[src/hw/rtl/tbgd_pkg.sv]
package tbgd_pkg;

  // Width of the internal timestamp arithmetic; hold times wrap modulo 2**TimeBits.
  localparam int unsigned TimeBits = 32;
  // Width at which a hold time is compared with the 32-bit threshold.
  localparam int unsigned CmpBits = (TimeBits > 32) ? TimeBits : 32;
  localparam logic [31:0] LongPressReset = 32'd1000;

  typedef enum logic [2:0] {
    EvNone      = 3'd0,
    EvLeader    = 3'd1,
    EvLeftArm   = 3'd2,
    EvRightArm  = 3'd3,
    EvMode      = 3'd4,
    EvLeftTrig  = 3'd5,
    EvRightTrig = 3'd6
  } event_e;

  typedef struct packed {
    logic        left_pressed;
    logic        right_pressed;
    logic [31:0] time_ticks;
  } in_item_t;

  typedef struct packed {
    event_e      event_res;
    logic        leader_enabled;
    logic        mode_swerve;
    logic [31:0] request_number;
  } out_item_t;

  // True when the wrapped distance from start to now reaches the threshold.
  function automatic logic held_long(logic [TimeBits-1:0] now, logic [TimeBits-1:0] start,
                                     logic [31:0] limit);
    logic [TimeBits-1:0] diff;
    diff = now - start;
    return CmpBits'(diff) >= CmpBits'(limit);
  endfunction

endpackage

[src/hw/rtl/two_button_gesture_decoder_core.sv]
// Channel  | Direction | Handshake                  | Item
// input    | in        | in_valid_i / in_ready_o    | in_item_i  (tbgd_pkg::in_item_t)
// result   | out       | out_valid_o / out_ready_i  | out_item_o (tbgd_pkg::out_item_t)
// config   | in        | cfg_we_i (no wait)         | cfg_wdata_i (long press threshold)
//
// Every item is held in the input register until the result register can take
// it; its result is visible once it enters the result register.
// A new item is taken every cycle while the result register is not stalled.
// Reset clears all gesture state, sets the threshold to 1000 ticks and empties
// both registers. A stalled result holds the input register, and only then does
// in_ready_o drop; the gesture state moves on when an item enters the result
// register.
module two_button_gesture_decoder_core (
  input  logic                 clk_i,
  input  logic                 rst_ni,
  input  logic                 in_valid_i,
  output logic                 in_ready_o,
  input  tbgd_pkg::in_item_t   in_item_i,
  output logic                 out_valid_o,
  input  logic                 out_ready_i,
  output tbgd_pkg::out_item_t  out_item_o,
  input  logic                 cfg_we_i,
  input  logic [31:0]          cfg_wdata_i
);

  // Configuration register.
  logic [31:0] long_press_q;

  // Input register stage.
  logic               s1_valid_q;
  tbgd_pkg::in_item_t s1_item_q;

  // Result register stage.
  logic                out_valid_q;
  tbgd_pkg::out_item_t out_q;

  // Gesture state, advanced when an item moves from the input register into
  // the result register.
  logic prev_left_q, prev_right_q;
  logic both_seen_q, both_long_q, left_long_q, right_long_q;
  logic [tbgd_pkg::TimeBits-1:0] both_start_q, left_start_q, right_start_q;
  logic leader_q, mode_q;
  logic [31:0] req_q;

  logic prev_left_d, prev_right_d;
  logic both_seen_d, both_long_d, left_long_d, right_long_d;
  logic [tbgd_pkg::TimeBits-1:0] both_start_d, left_start_d, right_start_d;
  logic leader_d, mode_d;
  logic [31:0] req_d;
  tbgd_pkg::event_e ev_d;

  logic advance;

  // The input register empties whenever the result register can take its item.
  assign advance     = s1_valid_q && (!out_valid_q || out_ready_i);
  assign in_ready_o  = !s1_valid_q || advance;
  assign out_valid_o = out_valid_q;
  assign out_item_o  = out_q;

  // Gesture decode for the item in the input register. The checks run in the
  // same order as the gesture rules, each seeing the updates of the earlier ones.
  always_comb begin
    logic                          l, r;
    logic [tbgd_pkg::TimeBits-1:0] now;
    logic [1:0]                    arm_incr;

    l   = s1_item_q.left_pressed;
    r   = s1_item_q.right_pressed;
    now = tbgd_pkg::TimeBits'(s1_item_q.time_ticks);
    arm_incr = 2'd0;

    prev_left_d   = l;
    prev_right_d  = r;
    both_seen_d   = both_seen_q;
    both_long_d   = both_long_q;
    left_long_d   = left_long_q;
    right_long_d  = right_long_q;
    both_start_d  = both_start_q;
    left_start_d  = left_start_q;
    right_start_d = right_start_q;
    leader_d      = leader_q;
    mode_d        = mode_q;
    ev_d          = tbgd_pkg::EvNone;

    // Both buttons held: first the start time is taken, then a long hold
    // toggles the leader flag once.
    if (l && r && !(left_long_q || right_long_q)) begin
      if (!both_seen_q || (!(prev_left_q && prev_right_q) && !both_long_q)) begin
        both_start_d = now;
      end else if (!both_long_q && tbgd_pkg::held_long(now, both_start_q, long_press_q)) begin
        both_long_d = 1'b1;
        leader_d    = !leader_q;
        ev_d        = tbgd_pkg::EvLeader;
      end
    end
    if (l && r) begin
      both_seen_d = 1'b1;
    end

    // A fresh press restarts that button's timer.
    if (l && !prev_left_q) begin
      left_start_d = now;
      left_long_d  = 1'b0;
    end
    if (r && !prev_right_q) begin
      right_start_d = now;
      right_long_d  = 1'b0;
    end

    // Single long holds; they raise an arm toggle only while the leader flag
    // is set, but always suppress the trigger on release.
    if (l && !both_seen_d && !left_long_d &&
        tbgd_pkg::held_long(now, left_start_d, long_press_q)) begin
      if (leader_d) begin
        arm_incr = arm_incr + 2'd1;
        ev_d     = tbgd_pkg::EvLeftArm;
      end
      left_long_d = 1'b1;
    end
    if (r && !both_seen_d && !right_long_d &&
        tbgd_pkg::held_long(now, right_start_d, long_press_q)) begin
      if (leader_d) begin
        arm_incr = arm_incr + 2'd1;
        ev_d     = tbgd_pkg::EvRightArm;
      end
      right_long_d = 1'b1;
    end
    req_d = req_q + 32'(arm_incr);

    // Full release: short presses are judged here and the hold flags cleared.
    if (!l && !r && (prev_left_q || prev_right_q)) begin
      if (both_seen_d) begin
        if (!both_long_d && !left_long_d && !right_long_d) begin
          mode_d = !mode_q;
          ev_d   = tbgd_pkg::EvMode;
        end
      end else if (!prev_left_q && prev_right_q && !right_long_d) begin
        ev_d = tbgd_pkg::EvRightTrig;
      end else if (prev_left_q && !prev_right_q && !left_long_d) begin
        ev_d = tbgd_pkg::EvLeftTrig;
      end
      both_seen_d  = 1'b0;
      both_long_d  = 1'b0;
      left_long_d  = 1'b0;
      right_long_d = 1'b0;
    end
  end

  always_ff @(posedge clk_i or negedge rst_ni) begin
    if (!rst_ni) begin
      long_press_q  <= tbgd_pkg::LongPressReset;
      s1_valid_q    <= 1'b0;
      out_valid_q   <= 1'b0;
      prev_left_q   <= 1'b0;
      prev_right_q  <= 1'b0;
      both_seen_q   <= 1'b0;
      both_long_q   <= 1'b0;
      left_long_q   <= 1'b0;
      right_long_q  <= 1'b0;
      both_start_q  <= '0;
      left_start_q  <= '0;
      right_start_q <= '0;
      leader_q      <= 1'b0;
      mode_q        <= 1'b0;
      req_q         <= '0;
    end else begin
      if (cfg_we_i) begin
        long_press_q <= cfg_wdata_i;
      end
      if (in_ready_o) begin
        s1_valid_q <= in_valid_i;
      end
      if (advance) begin
        out_valid_q   <= 1'b1;
        prev_left_q   <= prev_left_d;
        prev_right_q  <= prev_right_d;
        both_seen_q   <= both_seen_d;
        both_long_q   <= both_long_d;
        left_long_q   <= left_long_d;
        right_long_q  <= right_long_d;
        both_start_q  <= both_start_d;
        left_start_q  <= left_start_d;
        right_start_q <= right_start_d;
        leader_q      <= leader_d;
        mode_q        <= mode_d;
        req_q         <= req_d;
      end else if (out_ready_i) begin
        out_valid_q <= 1'b0;
      end
    end
  end

  // Payload registers carry no reset.
  always_ff @(posedge clk_i) begin
    if (in_ready_o && in_valid_i) begin
      s1_item_q <= in_item_i;
    end
    if (advance) begin
      out_q.event_res      <= ev_d;
      out_q.leader_enabled <= leader_d;
      out_q.mode_swerve    <= mode_d;
      out_q.request_number <= req_d;
    end
  end

  // A full input register behind a stalled result must not take another item.
  a_stall_blocks_input: assert property (@(posedge clk_i) disable iff (!rst_ni)
    s1_valid_q && out_valid_q && !out_ready_i |-> !in_ready_o)
    else $error("input taken while both stages are stalled");

  // The shown result always matches the gesture state it was built with.
  a_result_matches_state: assert property (@(posedge clk_i) disable iff (!rst_ni)
    out_valid_q |-> (out_q.leader_enabled == leader_q) && (out_q.mode_swerve == mode_q) &&
                    (out_q.request_number == req_q))
    else $error("result register and gesture state disagree");

  // An arm toggle is only ever raised with the leader flag set.
  a_arm_needs_leader: assert property (@(posedge clk_i) disable iff (!rst_ni)
    out_valid_q && (out_q.event_res == tbgd_pkg::EvLeftArm ||
                    out_q.event_res == tbgd_pkg::EvRightArm) |-> out_q.leader_enabled)
    else $error("arm toggle without leader flag");

  // A leader toggle marks the two-button hold as consumed.
  a_leader_marks_hold: assert property (@(posedge clk_i) disable iff (!rst_ni)
    out_valid_q && out_q.event_res == tbgd_pkg::EvLeader |-> both_long_q && both_seen_q)
    else $error("leader toggle left the hold unmarked");

endmodule

[config.mk]
export PLATFORM = sky130hd
export DESIGN_NAME = two_button_gesture_decoder_core
export DESIGN_NICKNAME = d
export VERILOG_FILES = /design/src/hw/rtl/tbgd_pkg.sv /design/src/hw/rtl/two_button_gesture_decoder_core.sv
export SDC_FILE = /design/constraint.sdc
export NUM_CORES = 1
export LEC_CHECK = 0
export BUFFER_PORTS_ARGS = -buffer_cell sky130_fd_sc_hd__buf_2
export CELL_PAD_IN_SITES_DETAIL_PLACEMENT = 0
export CELL_PAD_IN_SITES_GLOBAL_PLACEMENT = 1
export CORE_ASPECT_RATIO = 2
export CORE_MARGIN = 2
export CORE_UTILIZATION = 40
export CTS_CLUSTER_DIAMETER = 100
export DETAILED_ROUTE_END_ITERATION = 10
export GPL_ROUTABILITY_DRIVEN = 0
export GPL_TIMING_DRIVEN = 0
export HOLD_SLACK_MARGIN = 0.1
export PLACE_DENSITY = 0.77
export SLEW_MARGIN = 0
export SYNTH_ARGS = -nofsm -noshare
export SYNTH_HDL_FRONTEND = slang
export SYNTH_SLANG_ARGS = --single-unit
[constraint.sdc]
create_clock -name clk_i -period 8 [get_ports clk_i]
set_clock_uncertainty 0.15 [all_clocks]
set_input_delay 1.6 -clock clk_i [delete_from_list [all_inputs] [get_ports clk_i]]
set_output_delay 1.6 -clock clk_i [all_outputs]
set_load 0.02 [all_outputs]
[Word level (Yosys, flattened, before mapping)]
Cells that the tools add are included.
Word-level totals
  bits in registers: 241
  latch bits: 0
  memory bits (writable): 0
  ROM bits: 0
  output and inout port bits: 39
  memories: 0
Operators by class
  add/subtract/negate cells: 5
  multiply operators: 0
  divide/modulo/power cells: 0
  order comparisons: 3
  equality and inequality tests: 0
  shift-type cells: 0
  multiplexer cells: 38
  bitwise operators: 0
  reduce and logical (&&, ||, !) cells: 48
Operators by type and width (number)
  greater-or-equal comparator 32 bit: 3
  subtractor 32 bit: 3
  two-way mux 32 bit: 2
  adder 32 x 2 -> 32 bit: 1
  two-way mux 3 bit: 9
  two-way mux 1 bit: 25
  logical AND 1 bit: 23
  zero test 1 bit: 18
  logical OR 1 bit: 5
  two-way mux 2 bit: 2
  AND reduction 3 bit: 1
  adder 2 x 1 -> 2 bit, second input constant: 1
  nonzero test 2 bit: 1

[Logic depth before layout (Yosys ltp)]
  word-level depth: 14
  depth in mapped cells: 41
  gate-level depth less buffers: 37

[Worst setup path before layout]
OpenSTA, ideal clock, no wires.
  path kind: reg-to-reg
  from: register prev_right_q
  to: register out_q (netlist bit out_item_o[28]) (data pin)
  setup time: 260 ps
  arrival: 7128 ps
  slack: 462 ps
  stages on the path, launching flop included: 40
  period minus slack after synthesis: 7538 ps
  cells stage by stage: dfrtp_1 -> clkbuf_1 -> nand2b_1 -> clkbuf_1 -> clkbuf_1 -> mux2i_1 -> ha_1 -> nor2b_1 -> o21a_1 -> o21ai_0 -> a21o_1 -> a211oi_1 -> o2111ai_1 -> a21oi_1 -> o31a_1 -> o211ai_1 -> nand3_1 -> ha_1 -> [4 not listed] -> a21o_1 -> a21oi_1 -> o21ai_0 -> nor2_1 -> a22oi_1 -> ha_1 -> fa_1 -> nand2_1 -> nor2_2 -> and3_1 -> and3_1 -> nand3_1 -> or2_1 -> buf_2 -> nor2_4 -> nand3_2 -> nor2_1 -> xor2_1
On the way
  word-level cells in the longest chain between the ends: 12
  elaborated cells on any way between the ends: 21
  those cells by class: add/sub: 3; order compare: 1; mux: 8; reduce/logical: 9
RTL lines
  start: declaration: RTL line two_button_gesture_decoder_core.sv:39  | logic prev_left_q, prev_right_q;
  start signal: assignment: RTL line two_button_gesture_decoder_core.sv:176  | prev_right_q <= prev_right_d;
  parallel branches: the longest is 10 deep, another holds subtractor 32 bit
  two-way mux 2 bit (*): RTL line two_button_gesture_decoder_core.sv:120  | if (r && !both_seen_d && !right_long_d &&
  adder 32 x 2 -> 32 bit (*): RTL line two_button_gesture_decoder_core.sv:128  | req_d = req_q + 32'(arm_incr);
  named net req_d[28]: RTL line two_button_gesture_decoder_core.sv:49  | logic [31:0] req_d;
  end: declaration: RTL line two_button_gesture_decoder_core.sv:35  | tbgd_pkg::out_item_t out_q;
Mark *: on every way through the listed nets, which the timed path passes.
A chain may end at the register's enable or synchronous reset.

[Final worst setup path]
  from: register s1_item_q[0] (netlist name)
  to: register out_q (netlist bit out_item_o[29]) (data pin)
On the way
  word-level cells in the longest chain between the ends: 12
  elaborated cells on any way between the ends: 20
  those cells by class: add/sub: 5; order compare: 3; mux: 9; reduce/logical: 3
RTL lines
  start: declaration: RTL line two_button_gesture_decoder_core.sv:31  | tbgd_pkg::in_item_t s1_item_q;
  start signal: assignment: RTL line two_button_gesture_decoder_core.sv:196  | s1_item_q <= in_item_i;
  subtractor 32 bit: RTL line tbgd_pkg.sv:36  | diff = now - start;
  greater-or-equal comparator 32 bit: RTL line tbgd_pkg.sv:37  | return CmpBits'(diff) >= CmpBits'(limit);
  logical AND 1 bit: RTL line two_button_gesture_decoder_core.sv:90  | end else if (!both_long_q && tbgd_pkg::held_long(now, both_start_q, long_press_q)) begin
  two-way mux 1 bit: RTL line two_button_gesture_decoder_core.sv:90
  two-way mux 1 bit: RTL line two_button_gesture_decoder_core.sv:88  | if (!both_seen_q || (!(prev_left_q && prev_right_q) && !both_long_q)) begin
  two-way mux 1 bit: RTL line two_button_gesture_decoder_core.sv:87  | if (l && r && !(left_long_q || right_long_q)) begin
  two-way mux 1 bit: RTL line two_button_gesture_decoder_core.sv:114  | if (leader_d) begin
  two-way mux 1 bit: RTL line two_button_gesture_decoder_core.sv:112  | if (l && !both_seen_d && !left_long_d &&
  adder 2 x 1 -> 2 bit: RTL line two_button_gesture_decoder_core.sv:123  | arm_incr = arm_incr + 2'd1;
  two-way mux 2 bit: RTL line two_button_gesture_decoder_core.sv:122  | if (leader_d) begin
  two-way mux 2 bit (*): RTL line two_button_gesture_decoder_core.sv:120
  adder 32 x 2 -> 32 bit (*): RTL line two_button_gesture_decoder_core.sv:128
  named net req_d[29]: RTL line two_button_gesture_decoder_core.sv:49
The timed path passes the listed nets; every way through them passes the cells marked *.

==> impl_metrics.tcl <==
set metrics [dict create \
    outcome "completed" \
    antenna_found_initial 0 \
    nets 2069 \
    drt_iter0_drc 404 \
    critPathKind "reg -> reg" \
    cts_hold_buf 0 \
    clk_path_buf_depth 3 \
    yosysTopAreaCell "dfrtp_1" \
    clock_sinks 241 \
    fill_cells 3982 \
    synth_top_family_by_area "adder cells" \
    ir_worst_vdd_uv 205 \
    slew_headroom_pct 17.7 \
    io_buffers 108 \
    insertion_delay_ns 0.56 \
    grtUsageTotal_pct 19.0 \
    synth_edf_count 71 \
    syn_avg_cell_area_um2 10.2 \
    dp_hpwl_mm 31.2 \
    setup-violations-final 0 \
    clk_pin_slew_ns 0.06 \
    cts-root-buf "clkbuf_16" \
    power_frac_comb_pct 52.3 \
    fmax_ghz 0.131 \
    htreeDepth 1 \
    leakagePower_nw 8.94 \
    syn_to_final_growth_pct 16.5 \
    yosysSeqAreaShare_pct 38.3 \
    start_util_pct 40.3 \
    cts_tree "done" \
    max_slew.worst_pin.slew_ns 1.20 \
    cts_buffers 27 \
    grt.overflow.total 0 \
    syn_area_mm2 0.0167 \
    async_flop_share_pct 70.5 \
    fin_crit_sh_pct 95.6 \
    wl_per_cell_um 17.3 \
    critPathArrivalTime_ns 7.78 \
    via_per_inst 5.29 \
    crit_required_ns 8.13 \
    grt_max_degree 91 \
    dp_slack_ns -1.60 \
    core-area_mm2 0.0415 \
    powerDensity_mw_per_mm2 333 \
    ys_ff_latch 241 \
    sequentialPowerShare_pct 26.4 \
    vias 12506 \
    yosys.area_share.simple_pct 11.6 \
    synth-adder-area-share_pct 14.8 \
    wirelength_mm 41.0 \
    yosysUniqueCellTypes 81 \
    grt_pass1_vias 12450 \
    maxCapViolations 0 \
    synth_top_area_share_pct 24.6 \
    worstSetupEndpointType "flip-flop" \
    ant_nets 0 \
    drc 0 \
    io_pins 110 \
    syn_inst 1643 \
    fin_crit_ns 7.65 \
    hold_violations 0 \
    worstPathMaxFanout 6 \
    cp-start-kind "flip-flop" \
    clockPowerShare_pct 21.3 \
    synth_mux_area_share_pct 10.2 \
    die_area_mm2 0.0435 \
    cp_slowest_cell "edfxtp_1" \
    synth-xor-area-share_pct 7.44 \
    die_h_um 293 \
    p_int_w 0.00396 \
    yosysWarnings 0 \
    insertedDiodeCount 0 \
    yosysMostFrequentCell "ha_1" \
    critPathMaxStageDelay_ns 0.43 \
    ys.flop_type "dfrtp_1" \
    yosys-top-cells-count "191 x ha_1, 164 x dfrtp_1, 124 x nand2_1" \
    p_sw_w 0.00252 \
    synth_compound_area_share_pct 14.6 \
    holdCritPathClass "reg -> reg" \
    num_rows 106 \
    first_pass_iters 5 \
    setup_ws_ns 0.352 \
    p_total_w 0.00648 \
    drive_gt1_share_pct 19.7 \
    synthTopCellsByArea "dfrtp_1 25%, ha_1 14%, edfxtp_1 13%" \
    switching_share_pct 38.8 \
    fin_util_pct 46.9 \
    die_x_um 149 \
    grt_first_pass_wirelength_mm 65.8 \
    final_max_slew_viol_count 0 \
]
-- cell usage in the layout, fill, tap and decap left out, drive strengths merged, types with 5 or more instances in the layout --
master / Yosys / layout
o21ai: 94 / 94
ha: 191 / 191
nand2: 124 / 124
nor3: 29 / 29
o21a: 16 / 16
o21bai: 16 / 16
bufinv: 0 / 6
mux2i: 63 / 63
nand2b: 18 / 18
nor2b: 20 / 20
a31oi: 8 / 8
mux2: 95 / 95
nor4: 10 / 10
dfrtp: 164 / 164
xor2: 48 / 48
and3: 20 / 20
or2: 5 / 5
nand3: 41 / 41
a21o: 68 / 68
nor2: 78 / 78
or3: 6 / 6
and2: 11 / 11
a21oi: 100 / 100
clkbuf: 28 / 54
nand4: 19 / 19
a211oi: 15 / 15
buf: 12 / 150
edfxtp: 71 / 71
inv: 99 / 99
o211ai: 11 / 11
xnor2: 94 / 94
clkinvlp: 0 / 5
dfstp: 6 / 6
-- through the flow --
stage | area, um^2 | TNS (ns) | hold WS (ns) | instances
2_1_floorplan | 16700 | 0 | 0.296 | 1644
3_3_place_gp | 17900 | -50.59 | 0.310 | 2292
3_5_place_dp | 18000 | -52.67 | 0.321 | 2295
4_1_cts | 19300 | 0 | 0.335 | 2353
5_1_grt | 19500 | -0.317 | 0.356 | 2363
6_report | 19500 | 0 | 0.331 | 2363
-- state kept, by name, indices dropped and copies added (netlist names) --
| signal | flops |
|---|---|
| prev_left_q | 1 |
| both_long_q | 1 |
| prev_right_d | 1 |
| prev_right_q | 1 |
| req_q | 32 |
| s1_valid_q | 1 |
| both_seen_q | 1 |
| both_start_q | 32 |
| left_long_q | 1 |
| left_start_q | 32 |
| s1_item_q | 32 |
| leader_q | 1 |
| right_start_q | 32 |
| out_valid_o | 1 |
| right_long_q | 1 |
| out_item_o | 37 |
| long_press_q | 32 |
| prev_left_d | 1 |
| mode_q | 1 |
-- critical path, delay by kind of cell (launching register included) --
kind	cells	cell delay (ns)
multiplexers	1	0.12
XOR/XNOR	2	0.24
AO/OA/AOI/OAI	9	2.07
AND/OR/NAND/NOR	13	2.57
flip-flops	1	0.43
buffers and inverters	5	0.68
adder cells (fa/ha/maj)	4	1.11
-- cell families after synthesis --
logic type	Yosys count
buffers and inverters	139
xor gates and xnor gates	142
DFF	241
adders and majority gates	195
other	1
AOI/OAI and AO/OA	374
muxes	158
and+or+nand+nor	393
-- final cells by class --
class                           count  area, um^2  share of cell area, %
Tap cell                          540         676                   3.47
Clock inverter                     15         235                   1.21
Multi-Input combinational cell   1264       10000                   51.5
Buffer                             34         176                  0.906
Sequential cell                   241        6400                   32.9
Inverter                           99         372                   1.91
Timing Repair Buffer              136         826                   4.24
Clock buffer                       34         752                   3.86
-- power by group through the flow --
stage / Combinational [W] / Sequential, W / Clock [W]
6_report: 0.00339 / 0.00171 / 0.00138
5_1_grt: 0.00384 / 0.00175 / 0.00146
3_3_place_gp: 0.00319 / 0.00172 / 0
4_1_cts: 0.00334 / 0.00171 / 0.00142
2_1_floorplan: 0.00249 / 0.00172 / 0
3_5_place_dp: 0.00325 / 0.00173 / 0
-- layer usage --
| layer | vias to the layer above | share of wire [%] | global-route usage (%) |
|---|---|---|---|
| li1 | 6267 | - | - |
| met5 | - | 0 | 0 |
| met4 | 0 | 1.8 | 4.34 |
| met2 | 185 | 50 | 34.0 |
| met1 | 6009 | 45 | 24.6 |
| met3 | 45 | 3.5 | 1.85 |
-- what timing repair did --
item,4_1_cts,5_1_grt
endpoints found under the setup margin,54,30
buffers inserted,12,13
gates cloned,0,0
pin swaps,8,15
gates resized for setup,41,29
-- worst paths after layout --
kind,endpoint,slack (ns),depth (start not counted),startpoint
min in group asynchronous,both_start_q[8],0.88,1,rst_ni
setup / recovery,out_item_o[29],0.35,34,s1_item_q[0]
max in group asynchronous,right_start_q[31],5.92,2,rst_ni
hold / removal,left_start_q[0],0.33,2,left_start_q[0]
setup reg to reg,out_item_o[29],0.35,34,s1_item_q[0]
hold reg to reg,left_start_q[0],0.33,2,left_start_q[0]
Note: power is estimated with default switching activity, not from simulation.
